### config.mk
export PLATFORM = sky130hd
export DESIGN_NAME = int4_weight_nibble_placer
export DESIGN_NICKNAME = d
export VERILOG_FILES = /design/src/sv/i4wnp_pkg.sv /design/src/sv/int4_weight_nibble_placer.sv
export SDC_FILE = /design/constraint.sdc
export NUM_CORES = 1
export LEC_CHECK = 0
export ABC_AREA = 1
export BUFFER_PORTS_ARGS = -buffer_cell sky130_fd_sc_hd__buf_2
export CORE_UTILIZATION = 55
export CTS_BUF_LIST = sky130_fd_sc_hd__clkbuf_8 sky130_fd_sc_hd__clkbuf_16
export CTS_CLUSTER_DIAMETER = 40
export DETAILED_ROUTE_END_ITERATION = 10
export GPL_TIMING_DRIVEN = 0
export PLACE_DENSITY = 0.77
export REMOVE_ABC_BUFFERS = 1
export SLEW_MARGIN = 10
export SYNTH_ARGS = -nofsm -noshare
export SYNTH_HDL_FRONTEND = slang
export SYNTH_SLANG_ARGS = --single-unit
### constraint.sdc
create_clock -name clk -period 19.2 [get_ports clk]
set_input_delay 0 -clock clk [delete_from_list [all_inputs] [get_ports clk]]
set_output_delay 0 -clock clk [all_outputs]
set_load 0.005 [all_outputs]
### src/sv/i4wnp_pkg.sv
// Package for the int4 weight nibble placer.
// Item types, status and register codes, limits and slot tables.
// No dependencies.
package i4wnp_pkg;

	// Field widths
	localparam int unsigned ChannelW = 9;
	localparam int unsigned ReduceW  = 12;
	localparam int unsigned ByteW    = 8;
	localparam int unsigned AddrW    = 19;
	localparam int unsigned NibbleW  = 4;

	// Supported geometry limits
	localparam int unsigned MaxGroups    = 32;
	localparam int unsigned MaxReduction = 2048;

	// Register reset values
	localparam logic [ReduceW-1:0]  ReductionReset = 12'd64;
	localparam logic [ChannelW-1:0] ChannelReset   = 9'd64;
	localparam logic                OrderReset     = 1'b0;

	// Result status codes
	typedef enum logic [1:0] {
		STATUS_PLACED   = 2'd0,
		STATUS_SKIPPED  = 2'd1,
		STATUS_GEOMETRY = 2'd2
	} status_t;

	// Register indexes (paddr[3:2])
	typedef enum logic [1:0] {
		REG_REDUCTION = 2'd0,
		REG_CHANNELS  = 2'd1,
		REG_ORDER     = 2'd2
	} reg_idx_t;

	// Nibble orders
	localparam logic ORDER_PAIRED = 1'b0;
	localparam logic ORDER_SPLIT  = 1'b1;

	// Input item: one weight
	typedef struct packed {
		logic [ChannelW-1:0] channel;
		logic [ReduceW-1:0]  reduce_index;
		logic [ByteW-1:0]    weight_byte;
	} weight_item_t;

	// Result item: where the nibble goes
	typedef struct packed {
		status_t             status;
		logic [AddrW-1:0]    byte_address;
		logic                high_half;
		logic [NibbleW-1:0]  nibble;
	} place_item_t;

	// Slot of the three-slot block when the group count is 3 mod 4
	function automatic logic [1:0] slot_mod3(input logic [1:0] idx);
		logic [1:0] s;
		case (idx)
			2'd0:    s = 2'd0;
			2'd1:    s = 2'd2;
			2'd2:    s = 2'd3;
			default: s = 2'd0;
		endcase
		return s;
	endfunction

	// Slot of the three-slot block when the group count is 1 mod 4
	function automatic logic [1:0] slot_mod1(input logic [1:0] idx);
		logic [1:0] s;
		case (idx)
			2'd0:    s = 2'd0;
			2'd1:    s = 2'd1;
			2'd2:    s = 2'd3;
			default: s = 2'd0;
		endcase
		return s;
	endfunction

endpackage

### src/sv/int4_weight_nibble_placer.sv
// Top level of the int4 weight nibble placer: config registers, input
// register, placement logic and result register. Depends on i4wnp_pkg.
//
// Channel   | Signals                                  | Direction
// ----------+------------------------------------------+----------
// weight in | start, busy, weight (weight_item_t)      | in/out
// result    | done, place (place_item_t)               | out
// config    | psel, penable, pwrite, paddr, pwdata,    | in/out
//           | prdata, pready                           |
//
// One item per cycle; each result is registered in the input register and then in the
// result register, around the single placement stage.
// busy is always low. done is a one-cycle strobe; the receiver cannot stall.
// Reset clears the pipeline valids and loads K=64, N=64, nibble order 0.
module int4_weight_nibble_placer (
	input  logic                      clk,
	input  logic                      arst_n,
	input  logic                      start,
	output logic                      busy,
	input  i4wnp_pkg::weight_item_t   weight,
	output logic                      done,
	output i4wnp_pkg::place_item_t    place,
	input  logic                      psel,
	input  logic                      penable,
	input  logic                      pwrite,
	input  logic [3:0]                paddr,
	input  logic [31:0]               pwdata,
	output logic [31:0]               prdata,
	output logic                      pready
);
	import i4wnp_pkg::*;

	logic [ReduceW-1:0]  reduction_length_q;
	logic [ChannelW-1:0] channel_count_q;
	logic                nibble_order_q;

	logic         valid_s1;
	weight_item_t item_s1;
	logic         valid_s2;
	place_item_t  place_s2;

	reg_idx_t  reg_idx;
	logic      cfg_wr;

	// Config port
	assign pready  = 1'b1;
	assign reg_idx = reg_idx_t'(paddr[3:2]);
	assign cfg_wr  = psel & penable & pwrite;

	always_ff @(posedge clk or negedge arst_n) begin
		if (!arst_n) begin
			reduction_length_q <= ReductionReset;
			channel_count_q    <= ChannelReset;
			nibble_order_q     <= OrderReset;
		end else if (cfg_wr) begin
			unique case (reg_idx)
				REG_REDUCTION: reduction_length_q <= pwdata[ReduceW-1:0];
				REG_CHANNELS:  channel_count_q    <= pwdata[ChannelW-1:0];
				REG_ORDER:     nibble_order_q     <= pwdata[0];
				default:       ;
			endcase
		end
	end

	always_comb begin
		unique case (reg_idx)
			REG_REDUCTION: prdata = {20'd0, reduction_length_q};
			REG_CHANNELS:  prdata = {23'd0, channel_count_q};
			REG_ORDER:     prdata = {31'd0, nibble_order_q};
			default:       prdata = 32'd0;
		endcase
	end

	// Input register
	assign busy = 1'b0;

	always_ff @(posedge clk or negedge arst_n) begin
		if (!arst_n) begin
			valid_s1 <= 1'b0;
		end else begin
			valid_s1 <= start;
		end
	end

	always_ff @(posedge clk) begin
		if (start) begin
			item_s1 <= weight;
		end
	end

	// Geometry and skip checks
	logic [9:0] groups_sum;
	logic [6:0] groups;
	logic       geom_ok;
	logic       skip;

	assign groups_sum = {1'b0, channel_count_q} + 10'd7;
	assign groups     = groups_sum[9:3];
	assign geom_ok    = (reduction_length_q >= 12'd32)
		&& (reduction_length_q <= ReduceW'(MaxReduction))
		&& (reduction_length_q[4:0] == 5'd0)
		&& (groups >= 7'd2) && (groups <= 7'(MaxGroups));
	assign skip = (item_s1.channel >= channel_count_q)
		|| (item_s1.reduce_index >= reduction_length_q)
		|| (item_s1.reduce_index[4] != item_s1.channel[0]);

	// Block and slot of the channel group
	logic [6:0] grp;
	logic [4:0] b3;
	logic [6:0] two_b3;
	logic [6:0] rel;
	logic [6:0] rest;
	logic [5:0] blk;
	logic [1:0] slot;
	logic [5:0] half_groups;

	assign grp         = {1'b0, item_s1.channel[8:3]};
	assign b3          = 5'((groups - 7'd1) >> 2);
	assign two_b3      = {1'b0, b3, 1'b0};
	assign rel         = grp - two_b3;
	assign rest        = grp - two_b3 - 7'd3;
	assign half_groups = groups[6:1];

	always_comb begin
		if (!groups[0]) begin
			blk  = grp[6:1];
			slot = (blk == half_groups - 6'd1) ? {1'b0, grp[0]} : {grp[0], 1'b0};
		end else if (grp < two_b3) begin
			blk  = grp[6:1];
			slot = {grp[0], 1'b0};
		end else if (grp < two_b3 + 7'd3) begin
			blk  = {1'b0, b3};
			slot = (groups[1:0] == 2'd3) ? slot_mod3(rel[1:0]) : slot_mod1(rel[1:0]);
		end else begin
			blk  = 6'({1'b0, b3} + 6'd1 + rest[6:1]);
			slot = rest[0] ? 2'd3 : 2'd1;
		end
	end

	// Byte address and nibble half
	logic [17:0] blk_prod;
	logic [21:0] addr_sum;
	logic [2:0]  byte_off;
	logic        high;
	logic [3:0]  j;

	assign j        = item_s1.reduce_index[3:0];
	assign blk_prod = 18'(blk) * 18'(reduction_length_q);

	always_comb begin
		if (nibble_order_q == ORDER_SPLIT) begin
			byte_off = j[2:0];
			high     = j[3];
		end else begin
			byte_off = j[3:1];
			high     = j[0];
		end
	end

	assign addr_sum = {1'b0, blk_prod, 3'd0}
		+ {14'd0, slot, 6'd0}
		+ {16'd0, item_s1.channel[2:0], 3'd0}
		+ {7'd0, item_s1.reduce_index[11:5], 8'd0}
		+ {19'd0, byte_off};

	// Result register
	always_ff @(posedge clk or negedge arst_n) begin
		if (!arst_n) begin
			valid_s2 <= 1'b0;
		end else begin
			valid_s2 <= valid_s1;
		end
	end

	always_ff @(posedge clk) begin
		if (valid_s1) begin
			if (!geom_ok) begin
				place_s2 <= '{status: STATUS_GEOMETRY, byte_address: '0,
					high_half: 1'b0, nibble: '0};
			end else if (skip) begin
				place_s2 <= '{status: STATUS_SKIPPED, byte_address: '0,
					high_half: 1'b0, nibble: '0};
			end else begin
				place_s2 <= '{status: STATUS_PLACED, byte_address: addr_sum[AddrW-1:0],
					high_half: high, nibble: item_s1.weight_byte[NibbleW-1:0]};
			end
		end
	end

	assign done  = valid_s2;
	assign place = place_s2;

endmodule

Word level (Yosys, flattened, before mapping)
Cells that the tools add are included.
{ "word_totals": {"reg_bits": 75, "input_bits": 71, "output_inout_bits": 61, "word_cells": 70} }
{ "op_classes": {"addsub": 12, "mul": 1, "n_lt_le_gt_ge": 8, "n_eq_ne": 7, "mux": 15, "n_bitwise": 3, "reduce_logical": 12} }
{ "op_table": {"columns": ["operator", "n"], "rows": [
  ["$pmux W12 S3", 1],
  ["$mux W25", 1],
  ["$add A19 B15 Y19", 1],
  ["$add A19 B3 Y19", 1],
  ["$add A19 B6 Y19", 1],
  ["$add A19 B8 Y19", 1],
  ["$mux W6", 3],
  ["$mul A6 B12 Y16", 1],
  ["$ge A12 B12 Y1", 1],
  ["$ge A12 B6 Y1 const B", 1],
  ["$le A12 B12 Y1 const B", 1],
  ["$mux W2", 6],
  ["$add A9 B3 Y10 const B", 1],
  ["$ge A9 B9 Y1", 1],
  ["$pmux W2 S2", 2],
  ["$add A6 B2 Y7 const B", 1],
  ["$ge A7 B2 Y1 const B", 1],
  ["$le A7 B6 Y1 const B", 1],
  ["$lt A6 B7 Y1", 1],
  ["$sub A6 B6 Y7", 1],
  ["$sub A7 B1 Y7 const B", 1],
  ["$sub A7 B2 Y7 const B", 1],
  ["$add A5 B1 Y6 const B", 1],
  ["$add A6 B6 Y6", 1],
  ["other kinds (16)", 26]
]} }

Depth between registers and ports, before layout
Gate-level depths: netlist of the first run.
{ "depth": {"depth_word": 14, "depth_mapped": 56, "ltp_nobuf": 56} }

Least setup slack after synthesis of the first run
No wires, ideal clock.
{ "synth_path": {"kind": "register to register", "startpoint": "register channel_count_q[1]", "endpoint": "register place_s2, in the netlist place[23] (data pin)", "setup_time_ns": 0.253, "arrival_time_ns": 7.522, "required_time_ns": 18.947, "slack_ns": 11.426, "path_stages_with_launch": 52, "n_path_buf": 0, "synth_period_minus_slack_ns": 7.774, "cell_sequence": "dfrtp_1 -> nor2_4 -> nand2_4 -> nand2_2 -> nand2_1 -> nand2_4 -> ha_1 -> nand2_1 -> nand2_1 -> nand2_2 -> inv_1 -> nand2_1 -> nand2_1 -> inv_1 -> ha_1 -> xor2_1 -> nor2_1 -> inv_1 -> [16 not listed] -> inv_1 -> ha_1 -> nand2_1 -> o21ai_0 -> a21oi_1 -> o21ai_0 -> nand3_1 -> o21ai_0 -> nand2_1 -> nand2_1 -> nand2_1 -> nor2_1 -> xor2_1 -> inv_1 -> nand3_1 -> nand2_1 -> nor2_1 -> nor2_1"} }
{ "synth_between": {"elab_chain_cells": 13, "word_cells_on_any_way": 38, "classes_between": "add/sub: 12; mul: 1; order compare: 5; eq/ne: 4; mux: 10; bitwise: 1; reduce/logical: 5"} }
{ "synth_lines": {"columns": ["item", "line_no", "rtl"], "rows": [
  ["start: declaration", "int4_weight_nibble_placer.sv:34", "logic [ChannelW-1:0] channel_count_q;"],
  ["start signal: assignment", "int4_weight_nibble_placer.sv:53", "channel_count_q <= ChannelReset;"],
  ["start signal: assignment", "int4_weight_nibble_placer.sv:58", "REG_CHANNELS: channel_count_q <= pwdata[ChannelW-1:0];"],
  ["$add A9 B3 Y10", "int4_weight_nibble_placer.sv:97", "assign groups_sum = {1'b0, channel_count_q} + 10'd7;"],
  ["$sub A7 B1 Y7", "int4_weight_nibble_placer.sv:118", "assign b3 = 5'((groups - 7'd1) >> 2);"],
  ["$sub A6 B6 Y7", "int4_weight_nibble_placer.sv:121", "assign rest = grp - two_b3 - 7'd3;"],
  ["$sub A7 B2 Y7 (tied with other cells)", "int4_weight_nibble_placer.sv:121", null],
  ["$add A6 B6 Y6 (tied with other cells)", "int4_weight_nibble_placer.sv:135", "blk = 6'({1'b0, b3} + 6'd1 + rest[6:1]);"],
  ["$mux W6 or $mux W2 (tied branches)", "int4_weight_nibble_placer.sv:131, int4_weight_nibble_placer.sv:133", null],
  ["$mux W6 or $mux W2 (tied branches)", "int4_weight_nibble_placer.sv:128, int4_weight_nibble_placer.sv:131", null],
  ["$mux W6 or $mux W2 (tied branches)", "int4_weight_nibble_placer.sv:125, int4_weight_nibble_placer.sv:128", null],
  ["$mul A6 B12 Y16 or $mux W2 (tied branches)", "int4_weight_nibble_placer.sv:148, int4_weight_nibble_placer.sv:125", null],
  ["$add A19 B8 Y19", "int4_weight_nibble_placer.sv:161", "+ {14'd0, slot, 6'd0}"],
  ["$add A19 B6 Y19", "int4_weight_nibble_placer.sv:162", "+ {16'd0, item_s1.channel[2:0], 3'd0}"],
  ["$add A19 B15 Y19", "int4_weight_nibble_placer.sv:163", "+ {7'd0, item_s1.reduce_index[11:5], 8'd0}"],
  ["$add A19 B3 Y19", "int4_weight_nibble_placer.sv:164", "+ {19'd0, byte_off};"],
  ["end signal: assignment", "int4_weight_nibble_placer.sv:178", "place_s2 <= '{status: STATUS_GEOMETRY, byte_address: '0,"],
  ["end signal: assignment", "int4_weight_nibble_placer.sv:181", "place_s2 <= '{status: STATUS_SKIPPED, byte_address: '0,"],
  ["end signal: assignment", "int4_weight_nibble_placer.sv:184", "place_s2 <= '{status: STATUS_PLACED, byte_address: addr_sum[AddrW-1:0],"],
  ["end: declaration", "int4_weight_nibble_placer.sv:40", "place_item_t place_s2;"]
]} }
Several ways; a longest one is shown, not always the timed one.
A chain may end at the register's enable or synchronous reset.

Worst setup path after layout of the first run
Same ends and word-level chain as after synthesis.

==> results of run 1 <==
[synth_stat cells, drive strengths merged, types with 2 or more instances]
library cell	instances
edfxtp	51
fa	41
inv	149
o21ai	42
ha	71
nor2	80
dfstp	2
xor2	21
a21o	2
o21bai	9
o221ai	2
nand4	12
buf	24
a31oi	3
a211oi	6
clkinv	2
xnor2	10
a21oi	50
nor3b	4
o211ai	2
dfrtp	22
o22ai	8
nand3	50
conb	2
nor3	3
nand2	178
clkbuf	4
[state kept, by name, indices dropped and copies added (netlist names)]
signal and count:
reduction_length_q 12, done 1, item_s1 19, nibble_order_q 1
channel_count_q 9, valid_s1 1, grp 6, place 26
[routing by layer]
layer | up-vias | track usage [%]
li1 | 3034 | -
met1 | 2921 | 33.7
met2 | 214 | 46.3
met3 | 44 | 6.69
met4 | 0 | 12.9
met5 | - | 0
[cell families (layout without fill, tap and decap cells)]
kind of cell / Yosys count / count (layout) / share of synthesized area (%)
buf+inv: 179 / 289 / 10.4
other cells: 2 / 22 / 0.103
fa+ha+maj: 112 / 112 / 23.4
flops: 75 / 75 / 29.2
xor+xnor: 31 / 31 / 3.92
simple gates: 332 / 332 / 22.4
compound gates: 131 / 131 / 10.5
[metrics by stage]
stage / setup WS [ns] / utilization (%) / hold WS (ns)
3_5_place_dp: 10.27 / 61.2 / 0.0116
3_3_place_gp: 10.43 / 61.2 / 0.00204
5_1_grt: 9.37 / 66.5 / 0.0354
2_1_floorplan: 11.43 / - / -0.296
4_1_cts: 10.24 / 66.5 / 0.00450
6_report: 10.11 / 66.5 / 0.0129
[worst max-delay path, delay by kind of cell, from the launching register on]
family | cells | cell delay (ns)
XOR/XNOR | 2 | 0.39
buffers and inverters | 9 | 0.70
flip-flops | 1 | 0.43
AND/OR/NAND/NOR | 26 | 2.79
adder cells (fa/ha/maj) | 8 | 3.01
AO/OA/AOI/OAI | 6 | 1.53
[how the worst max path moves through the flow]
stage,depth (start not counted),startpoint,slack [ns],endpoint
floorplan,51,channel_count_q[1],11.43,place[23]
global placement,51,channel_count_q[1],10.43,place[23]
detailed placement,51,channel_count_q[1],10.27,place[23]
CTS,51,channel_count_q[1],10.24,place[23]
global route,51,channel_count_q[1],9.37,place[23]
finish,51,channel_count_q[1],10.11,place[23]
[area by class of cell]
cell class / instances / area, um2
multi-input cells: 628 / 4480
fillers: 1071 / 4280
flip-flops and latches: 75 / 2130
repair buffers: 122 / 806
inverters: 151 / 572
clock buffers: 11 / 264
well taps: 172 / 215
clock inverters: 5 / 21.3
==> impl_metrics.csv, run 1 <==
group,metric,value,unit
outcome,outcome,"complete, no violations",
clock_network,clk_path_buf_depth,2,
logic_synthesis,yosysWarnings,0,
timing,period_minus_slack,9.09,ns
clock_network,htreeDepth,3,
setup_path,startpoint_type,"flip-flop",
route,first_iter_violations,465,
logic_synthesis,synth_cell_types,53,
timing,tns,0,ns
floorplan,placementRows,41,
route,avgRoutedWirePerCell,14.9,um
clock_network,cts_hold_buf,39,
logic_synthesis,synth_area_leader_cell,"edfxtp_1",
place,placed_cell_area,0.00782,mm2
setup_path,r2r-start,"channel_count_q[1]",
setup_path,required,19.31,ns
route,ant_nets,0,
floorplan,fp.dieH,117,um
route,highest_layer,"met4",
timing,finalClockSkew,0.0111,ns
min_path,hold-path-cell-count,4,
logic_synthesis,syn_area,0.00730,mm2
timing,setup_viol,0,
setup_path,reg2reg_slack,10.11,ns
timing,tightest_slew,1.18,ns
logic_synthesis,ys_seq_area_share,29.2,%
global_route,grt_first_pass_wirelength,28.3,mm
logic_synthesis,synth_seq_cells,75,
clock_network,clkSlewWorstSetupHoldPaths,0.06,ns
logic_synthesis,ys.flop_type,"edfxtp_1",
min_path,whs_endpoint,"nibble_order_q",
global_route,grt_antenna_before_repair,0,
clock_network,cts-buffers-inserted,9,
route,wl_met1,7.22,mm
setup_path,cp_common_cell,"nand2_1",
cells_and_area,layout_commonest_cell,"nand2_1",
min_path,min_from,"paddr[2]",
clock_network,clock-sinks,75,
timing,worst_slew_margin_rel,21.0,%
clock_network,post_cts_resize_count,0,
setup_path,reg2reg_to,"place[23]",
place,placed_cells,1109,
route,vias,6213,
clock_network,cts_setup_buffers,0,
logic_synthesis,synth_top_area_share,21.0,%
timing,fin_crit_sh,47.3,%
flow_run,max_cap_violations,0,
global_route,gr-usage-all-layers,27.7,%
logic_synthesis,synth.area.top_cells,"edfxtp_1, ha_1, fa_1",
timing,hold_viol_final,0,
setup_path,crit_path_end_kind,"flip-flop",
global_route,grt_max_degree,28,
route,vias_per_cell,5.34,
cells_and_area,mostFrequentLayoutCells,"nand2_1, inv_1, buf_2, nor2_1, ha_1",
setup_path,critical_path_class,"reg2reg",
setup_path,crit_fanout,9,
cells_and_area,stdcell_count,1164,
floorplan,initial_core_util,57.2,%
clock_network,clockRootBuffer,"clkbuf_16",
clock_network,clk_latency,0.35,ns
route,routed-wl-met3,1.11,mm
floorplan,io_pins,132,
global_route,overflow,0,
logic_synthesis,synth_edf_count,51,
timing,slew_violations,0,
clock_network,cts_tree,"built",
route,routed_wl,17.4,mm
timing,rsz0062_at_grt,"no",
timing,max_freq,110,MHz
cells_and_area,stdcell_area,0.00849,mm2
setup_path,crit_path_top_delay_cell,"fa_1",
place,hpwl,13.2,mm
min_path,hold_path_class,"in2reg",
setup_path,cp_slowest_stage_delay,0.55,ns
floorplan,die_width,117,um
setup_path,cp.arrival,9.20,ns
cells_and_area,diodes,0,
logic_synthesis,async_flop_share,32.0,%
cells_and_area,syn_to_final_growth,16.3,%
route,wl_met2,8.46,mm
setup_path,reg2reg_depth,51,
cells_and_area,final_layout_size_suffix_gt1_share,16.2,%
place,gp_congestion,0.914,
logic_synthesis,postSynthCellCount,862,
global_route,grt_pass1_vias,5888,
floorplan,die_area,0.0137,mm2
floorplan,core_area,0.0128,mm2
logic_synthesis,syn_avg_cell_area,8.47,um2
cells_and_area,finalNetCount,1170,
route,drt_pass1_iterations,5,
place,port_buffers,83,
route,drc_errors,0,
Power of run 1 is left out: the tool's default activity adds up to more than one toggle a clock period on the data nets, which glitch-free logic cannot reach.
==> run 2, diff against run 1 <==
- clock period: 19.2 -> 8.65 ns (I/O delays scaled with it)
==> impl_metrics.csv, run 2 (same netlist as run 1, synthesis figures left out) <==
group,metric,value,unit
clock_network,clk_path_buf_depth,2,
place,port_buffers,83,
timing,hold_viol_final,0,
min_path,hold_path_class,"in2reg",
floorplan,die_area,0.0137,mm2
setup_path,r2r-start,"channel_count_q[1]",
setup_path,reg2reg_slack,0.48,ns
timing,tightest_slew,1.18,ns
route,ant_nets,0,
outcome,outcome,"complete, no violations",
min_path,whs_endpoint,"nibble_order_q",
route,vias_per_cell,5.31,
route,avgRoutedWirePerCell,15.0,um
setup_path,crit_path_end_kind,"flip-flop",
floorplan,placementRows,41,
timing,period_minus_slack,8.17,ns
cells_and_area,seq_area,0.00214,mm2
route,drt_pass1_iterations,5,
clock_network,clkSlewWorstSetupHoldPaths,0.06,ns
global_route,gr-usage-all-layers,27.7,%
setup_path,reg2reg_depth,50,
floorplan,core_area,0.0128,mm2
global_route,overflow,0,
min_path,min_from,"paddr[2]",
setup_path,required,8.75,ns
cells_and_area,multi_input_area,0.00460,mm2
floorplan,initial_core_util,57.2,%
cells_and_area,largest_register_ffs,26,
cells_and_area,syn_to_final_growth,19.5,%
route,vias,6255,
setup_path,cp_common_cell,"nand2_1",
cells_and_area,layout_commonest_cell,"nand2_1",
timing,fin_hold_ws,0.0121,ns
timing,worst_slew_margin_rel,21.6,%
timing,max_freq,122,MHz
min_path,hold-path-cell-count,4,
clock_network,cts-buffers-inserted,9,
global_route,grt_first_pass_wirelength,28.3,mm
clock_network,cts_tree,"built",
cells_and_area,stdcell_area,0.00872,mm2
cells_and_area,diodes,0,
setup_path,startpoint_type,"flip-flop",
place,hpwl,13.2,mm
cells_and_area,mostFrequentLayoutCells,"nand2_1, inv_1, buf_2, nor2_1, ha_1",
cells_and_area,nFillCells,1033,
floorplan,io_pins,132,
global_route,grt_antenna_before_repair,0,
clock_network,clock-sinks,75,
setup_path,reg2reg_to,"place[22]",
clock_network,clockRootBuffer,"clkbuf_16",
timing,finalClockSkew,0.0109,ns
timing,fin_crit_sh,94.4,%
route,first_iter_violations,446,
global_route,grt_pass1_vias,5898,
floorplan,die_width,117,um
place,gp_congestion,0.914,
setup_path,cp_slowest_stage_delay,0.57,ns
route,routed_wl,17.7,mm
global_route,grt_max_degree,28,
flow_run,max_cap_violations,0,
timing,setup_viol,0,
cells_and_area,finalNetCount,1184,
setup_path,crit_path_top_delay_cell,"fa_1",
timing,slew_violations,0,
setup_path,cp.arrival,8.27,ns
clock_network,clk_latency,0.35,ns
route,drc_errors,0,
setup_path,critical_path_class,"reg2reg",
cells_and_area,final_layout_size_suffix_gt1_share,19.8,%
place,placed_cell_area,0.00782,mm2
floorplan,fp.dieH,117,um
setup_path,crit_fanout,8,
clock_network,htreeDepth,3,
==> run 2: changes by cell type in the layout (fill, tap and decap cells not counted), sizes merged <==
cell / delta
buf: +14
==> run 2: worst max path at each step <==
stage	start	end	slack [ns]	cells past startpoint
6_report	channel_count_q[1]	place[22]	0.48	50
5_1_grt	channel_count_q[1]	place[23]	-0.07	51
4_1_cts	channel_count_q[1]	place[23]	0.02	50
3_5_place_dp	channel_count_q[1]	place[23]	-0.28	51
3_3_place_gp	channel_count_q[1]	place[23]	-0.12	51
2_1_floorplan	channel_count_q[1]	place[23]	0.88	51
==> run 2: metrics by stage <==
| step | cells | setup WS (ns) | utilization (%) | setup TNS (ns) |
|---|---|---|---|---|
| after CTS | 1164 | 0.0235 | 66.6 | 0 |
| final | 1178 | 0.481 | 68.3 | 0 |
| after floorplan | 854 | 0.876 | - | 0 |
| after global placement | 1109 | -0.120 | 61.2 | -0.120 |
| after global routing | 1178 | -0.0671 | 68.3 | -0.132 |
| after detailed placement | 1109 | -0.283 | 61.2 | -0.283 |
==> run 2: critical path: cells and delay by family, from the launching register on <==
family	cells	cell delay, ns
compound gates	8	1.40
xor+xnor	2	0.29
buf+inv	8	0.68
simple gates	24	2.27
fa+ha+maj	8	2.81
flops	1	0.44
==> run 2: layout make-up <==
| cell class | count | share of cell area (%) |
|---|---|---|
| clock buffers | 11 | 3.03 |
| repair buffers | 136 | 10.4 |
| inverters | 151 | 6.55 |
| clock inverters | 5 | 0.244 |
| multi-input cells | 628 | 52.8 |
| well taps | 172 | 2.47 |
| flip-flops and latches | 75 | 24.5 |
==> run 2: per-layer routing <==
layer  global-route usage [%]  vias to the layer above  wire, um
li1                         -                     3059         -
met1                     33.6                     2931      7270
met2                     46.5                      216      8630
met3                     6.69                       49      1160
met4                     12.9                        0       657
met5                        0                        -         0
==> run 2: repair_timing <==
item	in CTS	in global routing
hold buffers	39	0
pin swaps	0	7
setup buffers	0	14
endpoints found under the setup margin	1	4
hold endpoints to repair	71	0
cloned	0	0
gates resized for setup	6	28
Power of run 2 is left out for the same reason.
==> run 3, diff against run 2 <==
--- a/config.mk
+++ b/config.mk
@@ -13,3 +13,2 @@
 export DETAILED_ROUTE_END_ITERATION = 10
-export GPL_TIMING_DRIVEN = 0
 export PLACE_DENSITY = 0.77
==> constraint.sdc (replaced) <==
create_clock -name clk -period 8.65 [get_ports clk]
set_input_delay 0.865 -clock clk [delete_from_list [all_inputs] [get_ports clk]]
set_output_delay 0.865 -clock clk [all_outputs]
set_load 0.005 [all_outputs]
==> impl_metrics.csv, run 3 (same netlist as run 1, synthesis figures left out) <==
group,metric,value,unit
outcome,outcome,"complete, no violations",
timing,slew_violations,0,
cells_and_area,stdcell_area,0.00840,mm2
cells_and_area,largest_register_ffs,26,
floorplan,io_pins,132,
clock_network,clk_path_buf_depth,2,
timing,setup_viol,0,
global_route,grt_antenna_before_repair,0,
cells_and_area,seq_area,0.00214,mm2
cells_and_area,syn_to_final_growth,15.1,%
floorplan,fp.dieH,117,um
route,vias_per_cell,5.32,
cells_and_area,nFillCells,1062,
route,avgRoutedWirePerCell,15.5,um
timing,hold_viol_final,0,
setup_path,critical_path_class,"reg2reg",
timing,period_minus_slack,8.18,ns
setup_path,critPathLaunch,"channel_count_q[2]",
setup_path,cp_slowest_stage_delay,0.58,ns
setup_path,crit_cells,52,
timing,tightest_slew,1.15,ns
timing,max_freq,122,MHz
setup_path,cp_common_cell,"nand2_1",
clock_network,cts_tree,"built",
global_route,grt_max_degree,28,
floorplan,placementRows,41,
setup_path,critPathBufInv,6,
place,port_buffers,83,
clock_network,htreeDepth,3,
clock_network,cts_hold_buf,0,
place,gp_congestion,0.926,
clock_network,clock-sinks,75,
setup_path,critPathTopFamily,"adder cells",
cells_and_area,layout_commonest_cell,"nand2_1",
timing,fin_crit_sh,94.6,%
setup_path,cp.arrival,8.29,ns
place,place_ws,0.146,ns
cells_and_area,multi_input_area,0.00461,mm2
route,ant_nets,0,
floorplan,initial_core_util,57.2,%
route,drt_pass1_iterations,5,
setup_path,crit_fanout,7,
floorplan,die_area,0.0137,mm2
timing,finalClockSkew,0.00944,ns
cells_and_area,mostFrequentLayoutCells,"nand2_1, inv_1, buf_2, nor2_1, ha_1",
setup_path,startpoint_type,"flip-flop",
setup_path,crit_path_top_delay_cell,"fa_1",
route,first_iter_violations,384,
flow_run,max_cap_violations,0,
global_route,grt_pass1_vias,5877,
clock_network,cts-buffers-inserted,9,
min_path,hold_path_class,"in2async",
clock_network,clkSlewWorstSetupHoldPaths,0.06,ns
setup_path,reg2reg_depth,52,
clock_network,clk_latency,0.35,ns
timing,worst_slew_margin_rel,23.2,%
setup_path,required,8.76,ns
global_route,overflow,0,
floorplan,core_area,0.0128,mm2
timing,layout_setup_ws,0.471,ns
clock_network,clockRootBuffer,"clkbuf_16",
global_route,grt_first_pass_wirelength,28.2,mm
cells_and_area,finalNetCount,1154,
route,vias,6104,
place,placed_cell_area,0.00791,mm2
setup_path,crit_path_end_kind,"flip-flop",
setup_path,reg2reg_slack,0.47,ns
global_route,gr-usage-all-layers,27.7,%
cells_and_area,final_layout_size_suffix_gt1_share,21.8,%
route,routed_wl,17.8,mm
place,hpwl,13.5,mm
cells_and_area,diodes,0,
floorplan,die_width,117,um
route,drc_errors,0,
setup_path,r2r-start,"channel_count_q[2]",
[run 3: cell type report]
| type | instances | area share, % |
|---|---|---|
| Sequential cell | 75 | 25.4 |
| Tap cell | 172 | 2.56 |
| Timing Repair Buffer | 106 | 7.00 |
| Clock inverter | 5 | 0.313 |
| Multi-Input combinational cell | 628 | 54.8 |
| Inverter | 151 | 6.85 |
| Clock buffer | 11 | 3.01 |
[run 3: path summary, 6_finish.rpt]
kind                                         end
hold / removal             reduction_length_q[1]
min in group clk              channel_count_q[6]
setup / recovery                       place[23]
setup reg to reg                       place[23]
max in group asynchronous     channel_count_q[1]
hold reg to reg               channel_count_q[6]
[run 3: what timing repair did]
item	in CTS	in global routing
resized for setup	0	38
buffers inserted	0	11
setup endpoints to repair	0	4
[run 3: metrics by stage]
| stage | hold slack (ns) | setup TNS, ns | instances | utilization, % |
|---|---|---|---|---|
| global route | 0.525 | -0.115 | 1148 | 65.8 |
| detailed placement | 0.498 | 0 | 1121 | 61.9 |
| CTS | 0.493 | 0 | 1137 | 64.1 |
| finish | 0.490 | 0 | 1148 | 65.8 |
| floorplan | 0.474 | 0 | 854 | - |
| global placement | 0.495 | 0 | 1121 | 61.9 |
[run 3: metal layers]
layer / vias up / track usage, % / wire (um)
met5: - / 0 / 0
met4: 0 / 13.4 / 652
met3: 45 / 6.80 / 1150
met2: 203 / 46.0 / 8700
met1: 2851 / 33.7 / 7290
li1: 3005 / - / -
Power of run 3 is left out for the same reason.
